[src/design/dljft_pkg.sv]
// ----------------------------------------------------------------------------
// dljft_pkg
// Shared constants, types and helpers for the door latch and joint friction core.
// ----------------------------------------------------------------------------
package dljft_pkg;

    localparam int DATA_WIDTH_DEF = 32;
    localparam int FRAC_BITS      = 16;
    localparam int STEP_BITS      = 24;
    localparam int MUL_DIGITS     = 16;
    localparam int DIV_BITS       = 88;

    localparam logic [63:0] BIG_MAG = 64'h1000_0000_0000_0000;

    localparam logic signed [31:0] LATCH_RAW    = 32'sd68629;
    localparam logic signed [31:0] FIVE_DEG_RAW = 32'sd5719;
    localparam logic signed [31:0] OPEN_MAX_RAW = 32'sd100925;
    localparam logic signed [63:0] DOOR_SPRING  = 64'sd5000;
    localparam logic signed [63:0] DOOR_DAMPER  = 64'sd100;

    localparam logic [2:0] REG_TIME_STEP       = 3'd0;
    localparam logic [2:0] REG_KNOB_STIFFNESS  = 3'd1;
    localparam logic [2:0] REG_KNOB_VISCOSITY  = 3'd2;
    localparam logic [2:0] REG_KNOB_FRICTION   = 3'd3;
    localparam logic [2:0] REG_VALVE_STIFFNESS = 3'd4;
    localparam logic [2:0] REG_VALVE_VISCOSITY = 3'd5;
    localparam logic [2:0] REG_VALVE_FRICTION  = 3'd6;

    localparam logic [23:0] RST_TIME_STEP       = 24'd16777;
    localparam logic [30:0] RST_KNOB_STIFFNESS  = 31'd1179648;
    localparam logic [30:0] RST_KNOB_VISCOSITY  = 31'd58982;
    localparam logic [30:0] RST_KNOB_FRICTION   = 31'd163840;
    localparam logic [30:0] RST_VALVE_STIFFNESS = 31'd6553600;
    localparam logic [30:0] RST_VALVE_VISCOSITY = 31'd6554;
    localparam logic [30:0] RST_VALVE_FRICTION  = 31'd327680;

    typedef enum logic [4:0] {
        S_IDLE  = 5'b00001,
        S_ISSUE = 5'b00010,
        S_RUN   = 5'b00100,
        S_WB    = 5'b01000,
        S_OUT   = 5'b10000
    } t_state;

    typedef enum logic [3:0] {
        SP_SPRING = 4'd0,
        SP_DAMP   = 4'd1,
        SP_VEL    = 4'd2,
        SP_DEN    = 4'd3,
        SP_DV     = 4'd4,
        SP_KLAG   = 4'd5,
        SP_BLAG   = 4'd6,
        SP_TFF    = 4'd7,
        SP_LAG    = 4'd8
    } t_step;

    // saturate to a signed word of w bits
    function automatic logic signed [63:0] sat_w(input logic signed [63:0] x, input int w);
        logic signed [63:0] hi;
        logic signed [63:0] lo;
        hi = (64'sd1 <<< (w - 1)) - 64'sd1;
        lo = -hi - 64'sd1;
        return (x > hi) ? hi : ((x < lo) ? lo : x);
    endfunction

    function automatic logic [63:0] mag(input logic signed [63:0] x);
        return x[63] ? 64'(-x) : 64'(x);
    endfunction

endpackage

[src/design/dljft_in_if.sv]
// ----------------------------------------------------------------------------
// dljft_in_if
// Input word channel: door, knob and valve angles and door velocity.
// ----------------------------------------------------------------------------
interface dljft_in_if;
    logic               valid;
    logic               ready;
    logic signed [31:0] door_angle;
    logic signed [31:0] door_velocity;
    logic signed [31:0] knob_angle;
    logic signed [31:0] valve_angle;

    modport source(output valid, door_angle, door_velocity, knob_angle, valve_angle,
                   input ready);
    modport sink(input valid, door_angle, door_velocity, knob_angle, valve_angle,
                 output ready);
endinterface

[src/design/dljft_out_if.sv]
// ----------------------------------------------------------------------------
// dljft_out_if
// Output word channel: door, knob and valve torques.
// ----------------------------------------------------------------------------
interface dljft_out_if;
    logic               valid;
    logic               ready;
    logic signed [31:0] door_torque;
    logic signed [31:0] knob_torque;
    logic signed [31:0] valve_torque;

    modport source(output valid, door_torque, knob_torque, valve_torque, input ready);
    modport sink(input valid, door_torque, knob_torque, valve_torque, output ready);
endinterface

[src/design/door_latch_and_joint_friction_torque_core.sv]
// ----------------------------------------------------------------------------
// door_latch_and_joint_friction_torque_core
// Door hinge spring/damper with knob latch, plus proxy Coulomb friction on
// the knob and valve joints, computed on one shared digit-serial unit.
// ----------------------------------------------------------------------------
// Usage: one input word (door angle, door velocity, knob angle, valve angle)
// on i_item gives one output word (door, knob, valve torque) on o_result,
// both valid/ready channels. Registers are written on the cfg port; the user
// must write them only while idle, which the block itself does not enforce.
// All products and quotients run on one shared arithmetic unit: a radix-16
// shift-add multiplier and a radix-2 restoring divider, each with an issue
// and a writeback state. One word takes two multiplies for the door and, per
// joint, two divides and five multiplies. One word is in flight at a
// time; the input is ready again as soon as the result is in the output
// register, so the next word starts while that result waits to be taken.
// If the receiver stalls, a finished result waits until the output register
// frees up. Synchronous reset clears the lags and previous angles, marks the
// next word as the first step (velocity zero) and restores register defaults.
// ----------------------------------------------------------------------------
module door_latch_and_joint_friction_torque_core #(
    parameter int DATA_WIDTH = dljft_pkg::DATA_WIDTH_DEF
) (
    input  logic          i_clk,
    input  logic          i_rst_n,
    input  logic          i_cfg_we,
    input  logic [2:0]    i_cfg_idx,
    input  logic [30:0]   i_cfg_data,
    dljft_in_if.sink      i_item,
    dljft_out_if.source   o_result
);

    dljft_pkg::t_state r_state;
    dljft_pkg::t_step  r_step;
    logic              r_joint;
    logic              r_first;
    logic [6:0]        r_cnt;
    logic              r_ovalid;

    logic [23:0] r_time_step;
    logic [30:0] r_knob_k, r_knob_b, r_knob_f, r_valve_k, r_valve_b, r_valve_f;

    logic signed [DATA_WIDTH-1:0] r_knob_lag, r_valve_lag;
    logic signed [31:0]           r_knob_prev, r_valve_prev;

    logic signed [31:0] r_q, r_dq, r_knob, r_valve;
    logic signed [63:0] r_tmp, r_v, r_d, r_ff;
    logic signed [31:0] r_door, r_kt, r_vt;
    logic signed [31:0] r_out_door, r_out_knob, r_out_valve;

    // shared arithmetic unit
    logic          r_isdiv, r_neg;
    logic [4:0]    r_sh;
    logic [63:0]   r_ma, r_mb;
    logic [127:0]  r_acc;
    logic [87:0]   r_num, r_quo;
    logic [63:0]   r_rem;

    logic signed [63:0] w_k, w_b, w_f, w_lag, w_prev, w_angle, w_t;
    logic               w_latch, w_free;
    logic signed [63:0] w_ref;
    logic signed [63:0] w_op_a, w_op_b;
    logic [4:0]         w_op_sh;
    logic               w_op_div;
    logic [67:0]        w_pp;
    logic [68:0]        w_msum;
    logic [64:0]        w_trial;
    logic [63:0]        w_shr, w_rmag;
    logic signed [63:0] w_res, w_fa, w_ffc;
    logic               w_last;
    logic               w_out_free;

    assign i_item.ready          = (r_state == dljft_pkg::S_IDLE);
    assign o_result.valid        = r_ovalid;
    assign o_result.door_torque  = r_out_door;
    assign o_result.knob_torque  = r_out_knob;
    assign o_result.valve_torque = r_out_valve;
    assign w_out_free            = !r_ovalid || o_result.ready;

    always_comb begin
        w_t     = 64'(r_time_step);
        w_k     = r_joint ? 64'(r_valve_k) : 64'(r_knob_k);
        w_b     = r_joint ? 64'(r_valve_b) : 64'(r_knob_b);
        w_f     = r_joint ? 64'(r_valve_f) : 64'(r_knob_f);
        w_lag   = r_joint ? 64'(r_valve_lag) : 64'(r_knob_lag);
        w_prev  = r_joint ? 64'(r_valve_prev) : 64'(r_knob_prev);
        w_angle = r_joint ? 64'(r_valve) : 64'(r_knob);
        w_latch = (r_knob >= -dljft_pkg::LATCH_RAW) && (r_knob <= dljft_pkg::LATCH_RAW);
        w_free  = ((r_q > 32'sd0) && (r_q <= dljft_pkg::FIVE_DEG_RAW) && !w_latch) ||
                  ((r_q > dljft_pkg::FIVE_DEG_RAW) && (r_q <= dljft_pkg::OPEN_MAX_RAW));
        w_ref   = (r_q > dljft_pkg::OPEN_MAX_RAW) ? 64'(dljft_pkg::OPEN_MAX_RAW) : 64'sd0;
    end

    // operand select for the step about to issue
    always_comb begin
        w_op_a   = 64'sd0;
        w_op_b   = 64'sd0;
        w_op_sh  = 5'd0;
        w_op_div = 1'b0;
        unique case (r_step)
            dljft_pkg::SP_SPRING: begin
                w_op_a = dljft_pkg::DOOR_SPRING;
                w_op_b = 64'(r_q) - w_ref;
            end
            dljft_pkg::SP_DAMP: begin
                w_op_a = dljft_pkg::DOOR_DAMPER;
                w_op_b = 64'(r_dq);
            end
            dljft_pkg::SP_VEL: begin
                w_op_a   = w_angle - w_prev;
                w_op_b   = w_t;
                w_op_sh  = 5'(dljft_pkg::STEP_BITS);
                w_op_div = 1'b1;
            end
            dljft_pkg::SP_DEN: begin
                w_op_a  = w_k;
                w_op_b  = w_t;
                w_op_sh = 5'(dljft_pkg::STEP_BITS);
            end
            dljft_pkg::SP_DV: begin
                w_op_a  = r_d;
                w_op_b  = r_v;
                w_op_sh = 5'(dljft_pkg::FRAC_BITS);
            end
            dljft_pkg::SP_KLAG: begin
                w_op_a  = w_k;
                w_op_b  = w_lag;
                w_op_sh = 5'(dljft_pkg::FRAC_BITS);
            end
            dljft_pkg::SP_BLAG: begin
                w_op_a  = w_b;
                w_op_b  = w_lag;
                w_op_sh = 5'(dljft_pkg::FRAC_BITS);
            end
            dljft_pkg::SP_TFF: begin
                w_op_a  = w_t;
                w_op_b  = r_ff;
                w_op_sh = 5'(dljft_pkg::STEP_BITS);
            end
            dljft_pkg::SP_LAG: begin
                w_op_a   = r_tmp;
                w_op_b   = r_d;
                w_op_sh  = 5'(dljft_pkg::FRAC_BITS);
                w_op_div = 1'b1;
            end
            default: begin
                w_op_a = 64'sd0;
            end
        endcase
    end

    // one radix-16 multiply digit, one restoring divide bit
    always_comb begin
        w_pp    = {4'b0, r_ma} * {64'b0, r_mb[3:0]};
        w_msum  = {5'b0, r_acc[127:64]} + {1'b0, w_pp};
        w_trial = {r_rem, r_num[87]} - {1'b0, r_mb};
        w_last  = r_isdiv ? (r_cnt == 7'(dljft_pkg::DIV_BITS - 1))
                          : (r_cnt == 7'(dljft_pkg::MUL_DIGITS - 1));
    end

    // result of the unit, clamped to the 2^60 bound and signed
    always_comb begin
        w_shr = r_acc[63:0] >> r_sh;
        if (r_isdiv) begin
            w_rmag = (r_quo > 88'(dljft_pkg::BIG_MAG)) ? dljft_pkg::BIG_MAG : r_quo[63:0];
        end else if (|r_acc[127:64]) begin
            w_rmag = dljft_pkg::BIG_MAG;
        end else begin
            w_rmag = (w_shr > dljft_pkg::BIG_MAG) ? dljft_pkg::BIG_MAG : w_shr;
        end
        if (r_isdiv && (r_mb == 64'd0)) begin
            w_res = 64'sd0;
        end else begin
            w_res = r_neg ? -$signed(w_rmag) : $signed(w_rmag);
        end
        w_fa  = r_tmp + w_res;
        w_ffc = (w_fa > w_f) ? w_f : ((w_fa > -w_f) ? w_fa : -w_f);
    end

    // control, configuration and joint state
    always_ff @(posedge i_clk) begin
        if (!i_rst_n) begin
            r_state      <= dljft_pkg::S_IDLE;
            r_step       <= dljft_pkg::SP_SPRING;
            r_joint      <= 1'b0;
            r_first      <= 1'b1;
            r_cnt        <= 7'd0;
            r_ovalid     <= 1'b0;
            r_time_step  <= dljft_pkg::RST_TIME_STEP;
            r_knob_k     <= dljft_pkg::RST_KNOB_STIFFNESS;
            r_knob_b     <= dljft_pkg::RST_KNOB_VISCOSITY;
            r_knob_f     <= dljft_pkg::RST_KNOB_FRICTION;
            r_valve_k    <= dljft_pkg::RST_VALVE_STIFFNESS;
            r_valve_b    <= dljft_pkg::RST_VALVE_VISCOSITY;
            r_valve_f    <= dljft_pkg::RST_VALVE_FRICTION;
            r_knob_lag   <= '0;
            r_valve_lag  <= '0;
            r_knob_prev  <= '0;
            r_valve_prev <= '0;
        end else begin
            if (i_cfg_we) begin
                unique case (i_cfg_idx)
                    dljft_pkg::REG_TIME_STEP:       r_time_step <= i_cfg_data[23:0];
                    dljft_pkg::REG_KNOB_STIFFNESS:  r_knob_k    <= i_cfg_data;
                    dljft_pkg::REG_KNOB_VISCOSITY:  r_knob_b    <= i_cfg_data;
                    dljft_pkg::REG_KNOB_FRICTION:   r_knob_f    <= i_cfg_data;
                    dljft_pkg::REG_VALVE_STIFFNESS: r_valve_k   <= i_cfg_data;
                    dljft_pkg::REG_VALVE_VISCOSITY: r_valve_b   <= i_cfg_data;
                    dljft_pkg::REG_VALVE_FRICTION:  r_valve_f   <= i_cfg_data;
                    default: ;
                endcase
            end
            if (r_state == dljft_pkg::S_OUT && w_out_free) begin
                r_ovalid <= 1'b1;
            end else if (r_ovalid && o_result.ready) begin
                r_ovalid <= 1'b0;
            end
            unique case (r_state)
                dljft_pkg::S_IDLE: begin
                    if (i_item.valid) begin
                        r_step  <= dljft_pkg::SP_SPRING;
                        r_joint <= 1'b0;
                        r_state <= dljft_pkg::S_ISSUE;
                    end
                end
                dljft_pkg::S_ISSUE: begin
                    r_cnt   <= 7'd0;
                    r_state <= dljft_pkg::S_RUN;
                end
                dljft_pkg::S_RUN: begin
                    r_cnt <= r_cnt + 7'd1;
                    if (w_last) begin
                        r_state <= dljft_pkg::S_WB;
                    end
                end
                dljft_pkg::S_WB: begin
                    if (r_step == dljft_pkg::SP_LAG) begin
                        if (r_joint) begin
                            r_valve_lag  <= DATA_WIDTH'(dljft_pkg::sat_w(w_res, DATA_WIDTH));
                            r_valve_prev <= r_valve;
                            r_state      <= dljft_pkg::S_OUT;
                        end else begin
                            r_knob_lag  <= DATA_WIDTH'(dljft_pkg::sat_w(w_res, DATA_WIDTH));
                            r_knob_prev <= r_knob;
                            r_joint     <= 1'b1;
                            r_step      <= dljft_pkg::SP_VEL;
                            r_state     <= dljft_pkg::S_ISSUE;
                        end
                    end else begin
                        r_step  <= dljft_pkg::t_step'(r_step + 4'd1);
                        r_state <= dljft_pkg::S_ISSUE;
                    end
                end
                dljft_pkg::S_OUT: begin
                    if (w_out_free) begin
                        r_first  <= 1'b0;
                        r_state  <= dljft_pkg::S_IDLE;
                    end
                end
                default: r_state <= dljft_pkg::S_IDLE;
            endcase
        end
    end

    // datapath
    always_ff @(posedge i_clk) begin
        if (r_state == dljft_pkg::S_IDLE && i_item.valid) begin
            r_q     <= i_item.door_angle;
            r_dq    <= i_item.door_velocity;
            r_knob  <= i_item.knob_angle;
            r_valve <= i_item.valve_angle;
        end
        if (r_state == dljft_pkg::S_ISSUE) begin
            r_isdiv <= w_op_div;
            r_neg   <= w_op_a[63] ^ w_op_b[63];
            r_sh    <= w_op_sh;
            r_ma    <= dljft_pkg::mag(w_op_a);
            r_mb    <= dljft_pkg::mag(w_op_b);
            r_acc   <= '0;
            r_num   <= 88'(dljft_pkg::mag(w_op_a)) << w_op_sh;
            r_rem   <= '0;
            r_quo   <= '0;
        end
        if (r_state == dljft_pkg::S_RUN) begin
            if (r_isdiv) begin
                r_num <= {r_num[86:0], 1'b0};
                if (!w_trial[64]) begin
                    r_rem <= w_trial[63:0];
                    r_quo <= {r_quo[86:0], 1'b1};
                end else begin
                    r_rem <= {r_rem[62:0], r_num[87]};
                    r_quo <= {r_quo[86:0], 1'b0};
                end
            end else begin
                r_acc <= {w_msum[67:0], r_acc[63:4]};
                r_mb  <= r_mb >> 4;
            end
        end
        if (r_state == dljft_pkg::S_WB) begin
            case (r_step)
                dljft_pkg::SP_SPRING: r_tmp <= w_res;
                dljft_pkg::SP_DAMP: begin
                    if (w_free) begin
                        r_door <= 32'(dljft_pkg::sat_w(-64'(r_dq), 32));
                    end else begin
                        r_door <= 32'(dljft_pkg::sat_w(-r_tmp - w_res, 32));
                    end
                end
                dljft_pkg::SP_VEL:
                    r_v <= r_first ? 64'sd0 : dljft_pkg::sat_w(w_res, DATA_WIDTH);
                dljft_pkg::SP_DEN:  r_d   <= w_res + w_b;
                dljft_pkg::SP_DV:   r_tmp <= w_res;
                dljft_pkg::SP_KLAG: r_ff  <= w_ffc;
                dljft_pkg::SP_BLAG: r_tmp <= w_res;
                dljft_pkg::SP_TFF:  r_tmp <= r_tmp + w_res;
                dljft_pkg::SP_LAG: begin
                    if (r_joint) begin
                        r_vt <= 32'(dljft_pkg::sat_w(-r_ff, 32));
                    end else begin
                        r_kt <= 32'(dljft_pkg::sat_w(-r_ff, 32));
                    end
                end
                default: ;
            endcase
        end
        if (r_state == dljft_pkg::S_OUT && w_out_free) begin
            r_out_door  <= r_door;
            r_out_knob  <= r_kt;
            r_out_valve <= r_vt;
        end
    end

endmodule

[src/flat_wrapper.sv]
// flat-port wrapper written by rule: the top's interface ports become plain ports
module door_latch_and_joint_friction_torque_core_flat 
#(
    parameter int DATA_WIDTH = dljft_pkg::DATA_WIDTH_DEF
)
  (i_clk, i_rst_n, i_cfg_we, i_cfg_idx, i_cfg_data, i_item_valid, i_item_door_angle, i_item_door_velocity, i_item_knob_angle, i_item_valve_angle, i_item_ready, o_result_valid, o_result_door_torque, o_result_knob_torque, o_result_valve_torque, o_result_ready);
  dljft_in_if i_item_i ();
  dljft_out_if o_result_i ();
  input  logic i_clk;
  input  logic i_rst_n;
  input  logic i_cfg_we;
  input  logic [2:0] i_cfg_idx;
  input  logic [30:0] i_cfg_data;
  input wire logic [$bits(i_item_i.valid)-1:0] i_item_valid;
  input wire logic [$bits(i_item_i.door_angle)-1:0] i_item_door_angle;
  input wire logic [$bits(i_item_i.door_velocity)-1:0] i_item_door_velocity;
  input wire logic [$bits(i_item_i.knob_angle)-1:0] i_item_knob_angle;
  input wire logic [$bits(i_item_i.valve_angle)-1:0] i_item_valve_angle;
  output wire logic [$bits(i_item_i.ready)-1:0] i_item_ready;
  output wire logic [$bits(o_result_i.valid)-1:0] o_result_valid;
  output wire logic [$bits(o_result_i.door_torque)-1:0] o_result_door_torque;
  output wire logic [$bits(o_result_i.knob_torque)-1:0] o_result_knob_torque;
  output wire logic [$bits(o_result_i.valve_torque)-1:0] o_result_valve_torque;
  input wire logic [$bits(o_result_i.ready)-1:0] o_result_ready;
  assign i_item_i.valid = i_item_valid;
  assign i_item_i.door_angle = i_item_door_angle;
  assign i_item_i.door_velocity = i_item_door_velocity;
  assign i_item_i.knob_angle = i_item_knob_angle;
  assign i_item_i.valve_angle = i_item_valve_angle;
  assign i_item_ready = i_item_i.ready;
  assign o_result_valid = o_result_i.valid;
  assign o_result_door_torque = o_result_i.door_torque;
  assign o_result_knob_torque = o_result_i.knob_torque;
  assign o_result_valve_torque = o_result_i.valve_torque;
  assign o_result_i.ready = o_result_ready;
  door_latch_and_joint_friction_torque_core #(.DATA_WIDTH(DATA_WIDTH)) u_core (.i_clk(i_clk), .i_rst_n(i_rst_n), .i_cfg_we(i_cfg_we), .i_cfg_idx(i_cfg_idx), .i_cfg_data(i_cfg_data), .i_item(i_item_i), .o_result(o_result_i));
endmodule
[config.mk]
export PLATFORM = sky130hd
export DESIGN_NAME = door_latch_and_joint_friction_torque_core_flat
export DESIGN_NICKNAME = d
export VERILOG_FILES = /design/src/design/dljft_pkg.sv /design/src/design/dljft_in_if.sv /design/src/design/dljft_out_if.sv /design/src/design/door_latch_and_joint_friction_torque_core.sv /design/src/flat_wrapper.sv
export SDC_FILE = /design/constraint.sdc
export NUM_CORES = 2
export LEC_CHECK = 0
export ABC_CLOCK_PERIOD_IN_PS = 12000
export BUFFER_PORTS_ARGS = -buffer_cell sky130_fd_sc_hd__buf_2
export CAP_MARGIN = 20
export CORE_MARGIN = 4
export CORE_UTILIZATION = 59
export CTS_BUF_LIST = sky130_fd_sc_hd__clkbuf_8
export CTS_CLUSTER_DIAMETER = 100
export CTS_CLUSTER_SIZE = 24
export DETAILED_ROUTE_END_ITERATION = 6
export MAX_ROUTING_LAYER = met4
export PLACE_DENSITY_LB_ADDON = 0.3
export SLEW_MARGIN = 20
export SYNTH_ARGS = -nofsm -noshare
export SYNTH_HDL_FRONTEND = slang
export SYNTH_SLANG_ARGS = --single-unit
export TNS_END_PERCENT = 20
[constraint.sdc]
create_clock -name i_clk -period 12 [get_ports i_clk]
set_input_delay 2.4 -clock i_clk [delete_from_list [all_inputs] [get_ports i_clk]]
set_output_delay 2.4 -clock i_clk [all_outputs]
set_load 0.05 [all_outputs]
==> summary by stage <==
Yosys
When the netlist entered floorplanning its net count stood at approximately 12000. The primary flip-flop cell chosen by synthesis mapping is sky130_fd_sc_hd__dfxtp_1. The simple-gate share of the synthesized area is between 20% and 30%.

The post-synthesis cell count is ~11000. After synthesis, the largest family of logic cells by area is simple AND/OR/NAND/NOR gates. The parity-gate share of the synthesized area counting xor and xnor cells is approximately 5%. Of all cell types, the one taking the most synthesized area is sky130_fd_sc_hd__edfxtp_1. The synthesized-area fraction occupied by adder cells is between 10% and 20%.

Averaged over all synthesized cells, the footprint is roughly 8.6 µm². After synthesis, the cell types taking the most area are sky130_fd_sc_hd__edfxtp_1, sky130_fd_sc_hd__dfxtp_1, sky130_fd_sc_hd__nand2_1, sky130_fd_sc_hd__ha_1, sky130_fd_sc_hd__a21oi_1. After synthesis the cells add up to slightly below 100000 µm². For this run, asynchronously set or reset flops after synthesis account for 0%. The mux contribution to synthesized area is roughly 4.3%. In this run, distinct cell masters in the synthesized netlist total around 110. Sequential elements use 36.5% of the synthesized area.

For this run, the number of Yosys warnings is 0. The share of Yosys cell area claimed by the top area cell type is around 20%. The number of synthesized flops with an enable pin is about 640. The register bit total from synthesis is between 1000 and 1500. Summing the areas of all compound-gate instances in the mapped netlist gives between 10% and 20% of the synthesized area.

Critical path
The worst register-to-register path has a depth of 41. The maximum fanout along the worst path is 30. The kind of cell with the highest combined delay along the critical path is compound AO/OA/AOI/OAI gates. The maximum single-stage delay on the critical path is just over 0.7 ns. Data on the critical path is required at its endpoint by approximately 13 ns. The total number of cells along the worst setup path is 41. The worst register-to-register path ends at u_core.r_ff[62]$_SDFFCE_PP0P_. STA classifies the critical path endpoint as a flop.

For flop-to-flop paths, the worst setup slack is slightly below 0.5 ns. The launching element type of the critical path is a flop. The worst setup path is of the flop to flop kind. By instance count, the cell type seen most on the critical path is sky130_fd_sc_hd__buf_4. Data on the critical path arrives at its endpoint at ~12 ns. Counting both buffers and inverters, the worst setup path holds a total of 7. The cell at the slowest stage of the critical path is sky130_fd_sc_hd__o41ai_1.

The startpoint identified for the worst register-to-register timing path is u_core.r_sh[4]$_DFFE_PP_.

Clock network
TritonCTS built the clock tree. The register clock-pin slew on the reported worst setup and hold paths is ~0.17 ns. The clock reaches the later pin of the worst-skew pair after between 0.9 and 1 ns. The cell sitting at the root of the clock tree is a sky130_fd_sc_hd__clkbuf_8. CTS saw about 1400 sinks. In this run, CTS created clock tree buffers numbering 75.

Counting along the longest clock path gives a buffer depth of 3. In this run the number of H-tree levels came out at 3.

Cells and area
The area growth from synthesis to layout is 5.59%. In the final design database the tool counted between 10000 and 15000 nets. The share of final-layout standard cells stronger than drive strength 1 is under 10%.

In the layout the commonest cells are sky130_fd_sc_hd__nand2_1, sky130_fd_sc_hd__a21oi_1, sky130_fd_sc_hd__dfxtp_1. Leaving out fill and tap cells, the most frequent cell in the layout is sky130_fd_sc_hd__nand2_1. The finished cells cover 102000 µm².

STA
Summed over all failing endpoints, the final setup total negative slack is 0 ns. The max-slew violation total from the final report is 0. After layout, the minimum clock period comes to 11.52 ns.

In the finished design, the share of the clock period the worst path needs comes to between 90% and 100%. The worst slew margin relative to its limit is between 10 and 15%. Setup violations remaining at the end of the flow were counted as 0. At the pin with the least slew margin, the transition time is roughly 1.3 ns.

Setup repair after global routing left no endpoint under its margin. The worst clock skew is around 0.11 ns. The number of hold violations in the final report came to 0. The maximum operating frequency is 86.8 MHz.

Global route
The pin count of the biggest net entering global routing is 187. The via count of the first global-routing pass is about 84000. The total global-route track usage is 43.9%. The number of antenna violations at the first check in global routing came to 23.

The first global-routing pass estimated roughly 540 mm of wire. For this run the aggregate overflow at the end of global routing stands at 0.

Power and ir drop
The ratio of total power to cell area is approximately 220 nW/µm². The leakage power total is around 0.042 µW. VDD sags by at most around 610 µV.

Floorplanning
The width of the die is slightly above 400 µm. The effective utilization at floorplan is between 50% and 60%. For this design the top-level I/O count stands at roughly 270. The core region is 161000 µm². From bottom edge to top edge, the die measures just over 400 µm. The overall die area is around 170000 µm². The number of placement rows is about 150.

Flow run
The number of maximum-capacitance violations is 0.

Run status
The flow ran to the end, but the final reports show violations. The final reports fail on design-rule violations.

Detailed routing
In the routed layout, each cell is associated on average with a via count of roughly 6.7. The number of iterations in the first detailed-routing pass is 7. The routed layout has between 80000 and 90000 vias.

Wires add up to 375 mm. The routed length per instance is 27.9 µm. The post-route antenna net violation count is 0. The DRC violation count after routing is 6.

The count of routing violations after the opening detailed-route iteration is roughly 13000.

Worst hold path
The worst hold path passes through 0 cells. The worst hold path terminates at u_core.o_result.knob_torque[5]$_DFFE_PP_. The path category of the worst min-delay check is flop to flop. In this run the most critical hold path is launched from u_core.r_kt[5]$_DFFE_PP_.

Place
The half-perimeter wire length after detailed placement is just under 300 mm. Port buffering added approximately 260 buffers. The congestion estimate from routability-driven global placement came to between 1 and 1.5. Summing all placed instances gives a cell area of between 90000 and 100000 µm².
[worst max path at each step]
stage	slack [ns]	end	start
after floorplan	0.86	u_core.r_ff[21]$_DFFE_PP_	u_core.r_quo[38]$_DFF_P_
after global placement	0.49	u_core.r_ff[62]$_SDFFCE_PP0P_	u_core.r_sh[4]$_DFFE_PP_
after detailed placement	0.34	u_core.r_ff[62]$_SDFFCE_PP0P_	u_core.r_sh[4]$_DFFE_PP_
after CTS	0.27	u_core.r_ff[62]$_SDFFCE_PP0P_	u_core.r_sh[4]$_DFFE_PP_
after global routing	0.02	u_core.r_ff[29]$_DFFE_PP_	u_core.r_sh[4]$_DFFE_PP_
final	0.48	u_core.r_ff[62]$_SDFFCE_PP0P_	u_core.r_sh[4]$_DFFE_PP_
[repair_timing]
item / CTS / global route
hold buffers: 0 / 0
resized for setup: 0 / 5
setup buffers: 0 / 10
setup endpoints to repair: 0 / 64
[power by group]
group | total, µW | switching [µW] | leakage, µW | internal (µW)
combinational | 13200 | 8160 | 0.0285 | 5050
sequential | 6500 | 650 | 0.0122 | 5850
clock | 2360 | 1690 | 0.000890 | 670
total | 22100 | 10500 | 0.0416 | 11600
[sequential cells by signal, indices dropped and copies added (netlist names), 64 cells and up]
register,flops
u_core.r_acc,128
u_core.r_num,88
u_core.r_quo,88
u_core.r_d,64
u_core.r_ff,64
u_core.r_ma,64
u_core.r_mb,64
u_core.r_rem,64
u_core.r_tmp,64
u_core.r_v,64
[kinds of logic (layout without fill, tap and decap cells)]
group | count (synthesis) | after routing
and+or+nand+nor | 4187 | 4187
AOI/OAI and AO/OA | 2884 | 2884
DFF | 1433 | 1433
buffers and inverters | 1127 | 1140
adders and majority gates | 709 | 709
xor gates and xnor gates | 538 | 538
muxes | 354 | 354
other | 0 | 17
[cell usage after synthesis, drive strengths merged, types with 38 or more instances]
cell type,instances
fa,193
nand4,110
or3,72
nor2b,72
o31ai,69
a211oi,66
mux2i,231
and2,128
buf,118
a31oi,88
a21oi,911
a21o,279
nor4,124
a221oi,69
nand3,463
or2,59
or4,42
ha,516
xor2,198
a22o,44
xnor2,340
o21a,74
nor2,763
and3,97
dfxtp,789
mux2,85
nand2b,101
nand2,1825
mux4,38
o211ai,56
o21ai,688
clkbuf,516
a22oi,134
nor3,212
inv,491
o22ai,43
edfxtp,644
o21bai,43
[cell type report]
cell class,count,area [µm²]
multi-input combinational,8672,57100
clock inverter,60,403
antenna,17,42.5
sequential,1433,35100
clock buffer,76,1050
inverter,493,1870
fill,13800,59700
tap,2160,2700
timing repair buffer,511,3270
[metal layers]
metal / share of wire [%] / vias to the layer above / GRT usage (%)
li1: - / 40100 / -
met1: 38 / 43100 / 54.4
met2: 44 / 5577 / 65.1
met3: 11 / 1174 / 8.98
met4: 8.2 / 0 / 28.6
met5: 0 / - / -
[stage by stage]
stage	std cells	setup slack (ns)	hold slack (ns)	total power (µW)	util (%)
3_5_place_dp	13300	0.339	0.405	19300	62.0
2_1_floorplan	11200	0.860	0.400	15700	-
5_1_grt	13400	0.0188	0.410	23500	63.0
3_3_place_gp	13300	0.490	0.402	18900	62.0
4_1_cts	13400	0.266	0.404	21600	62.9
6_report	13400	0.484	0.403	22100	63.0
Power figures use the tool's default switching activity.
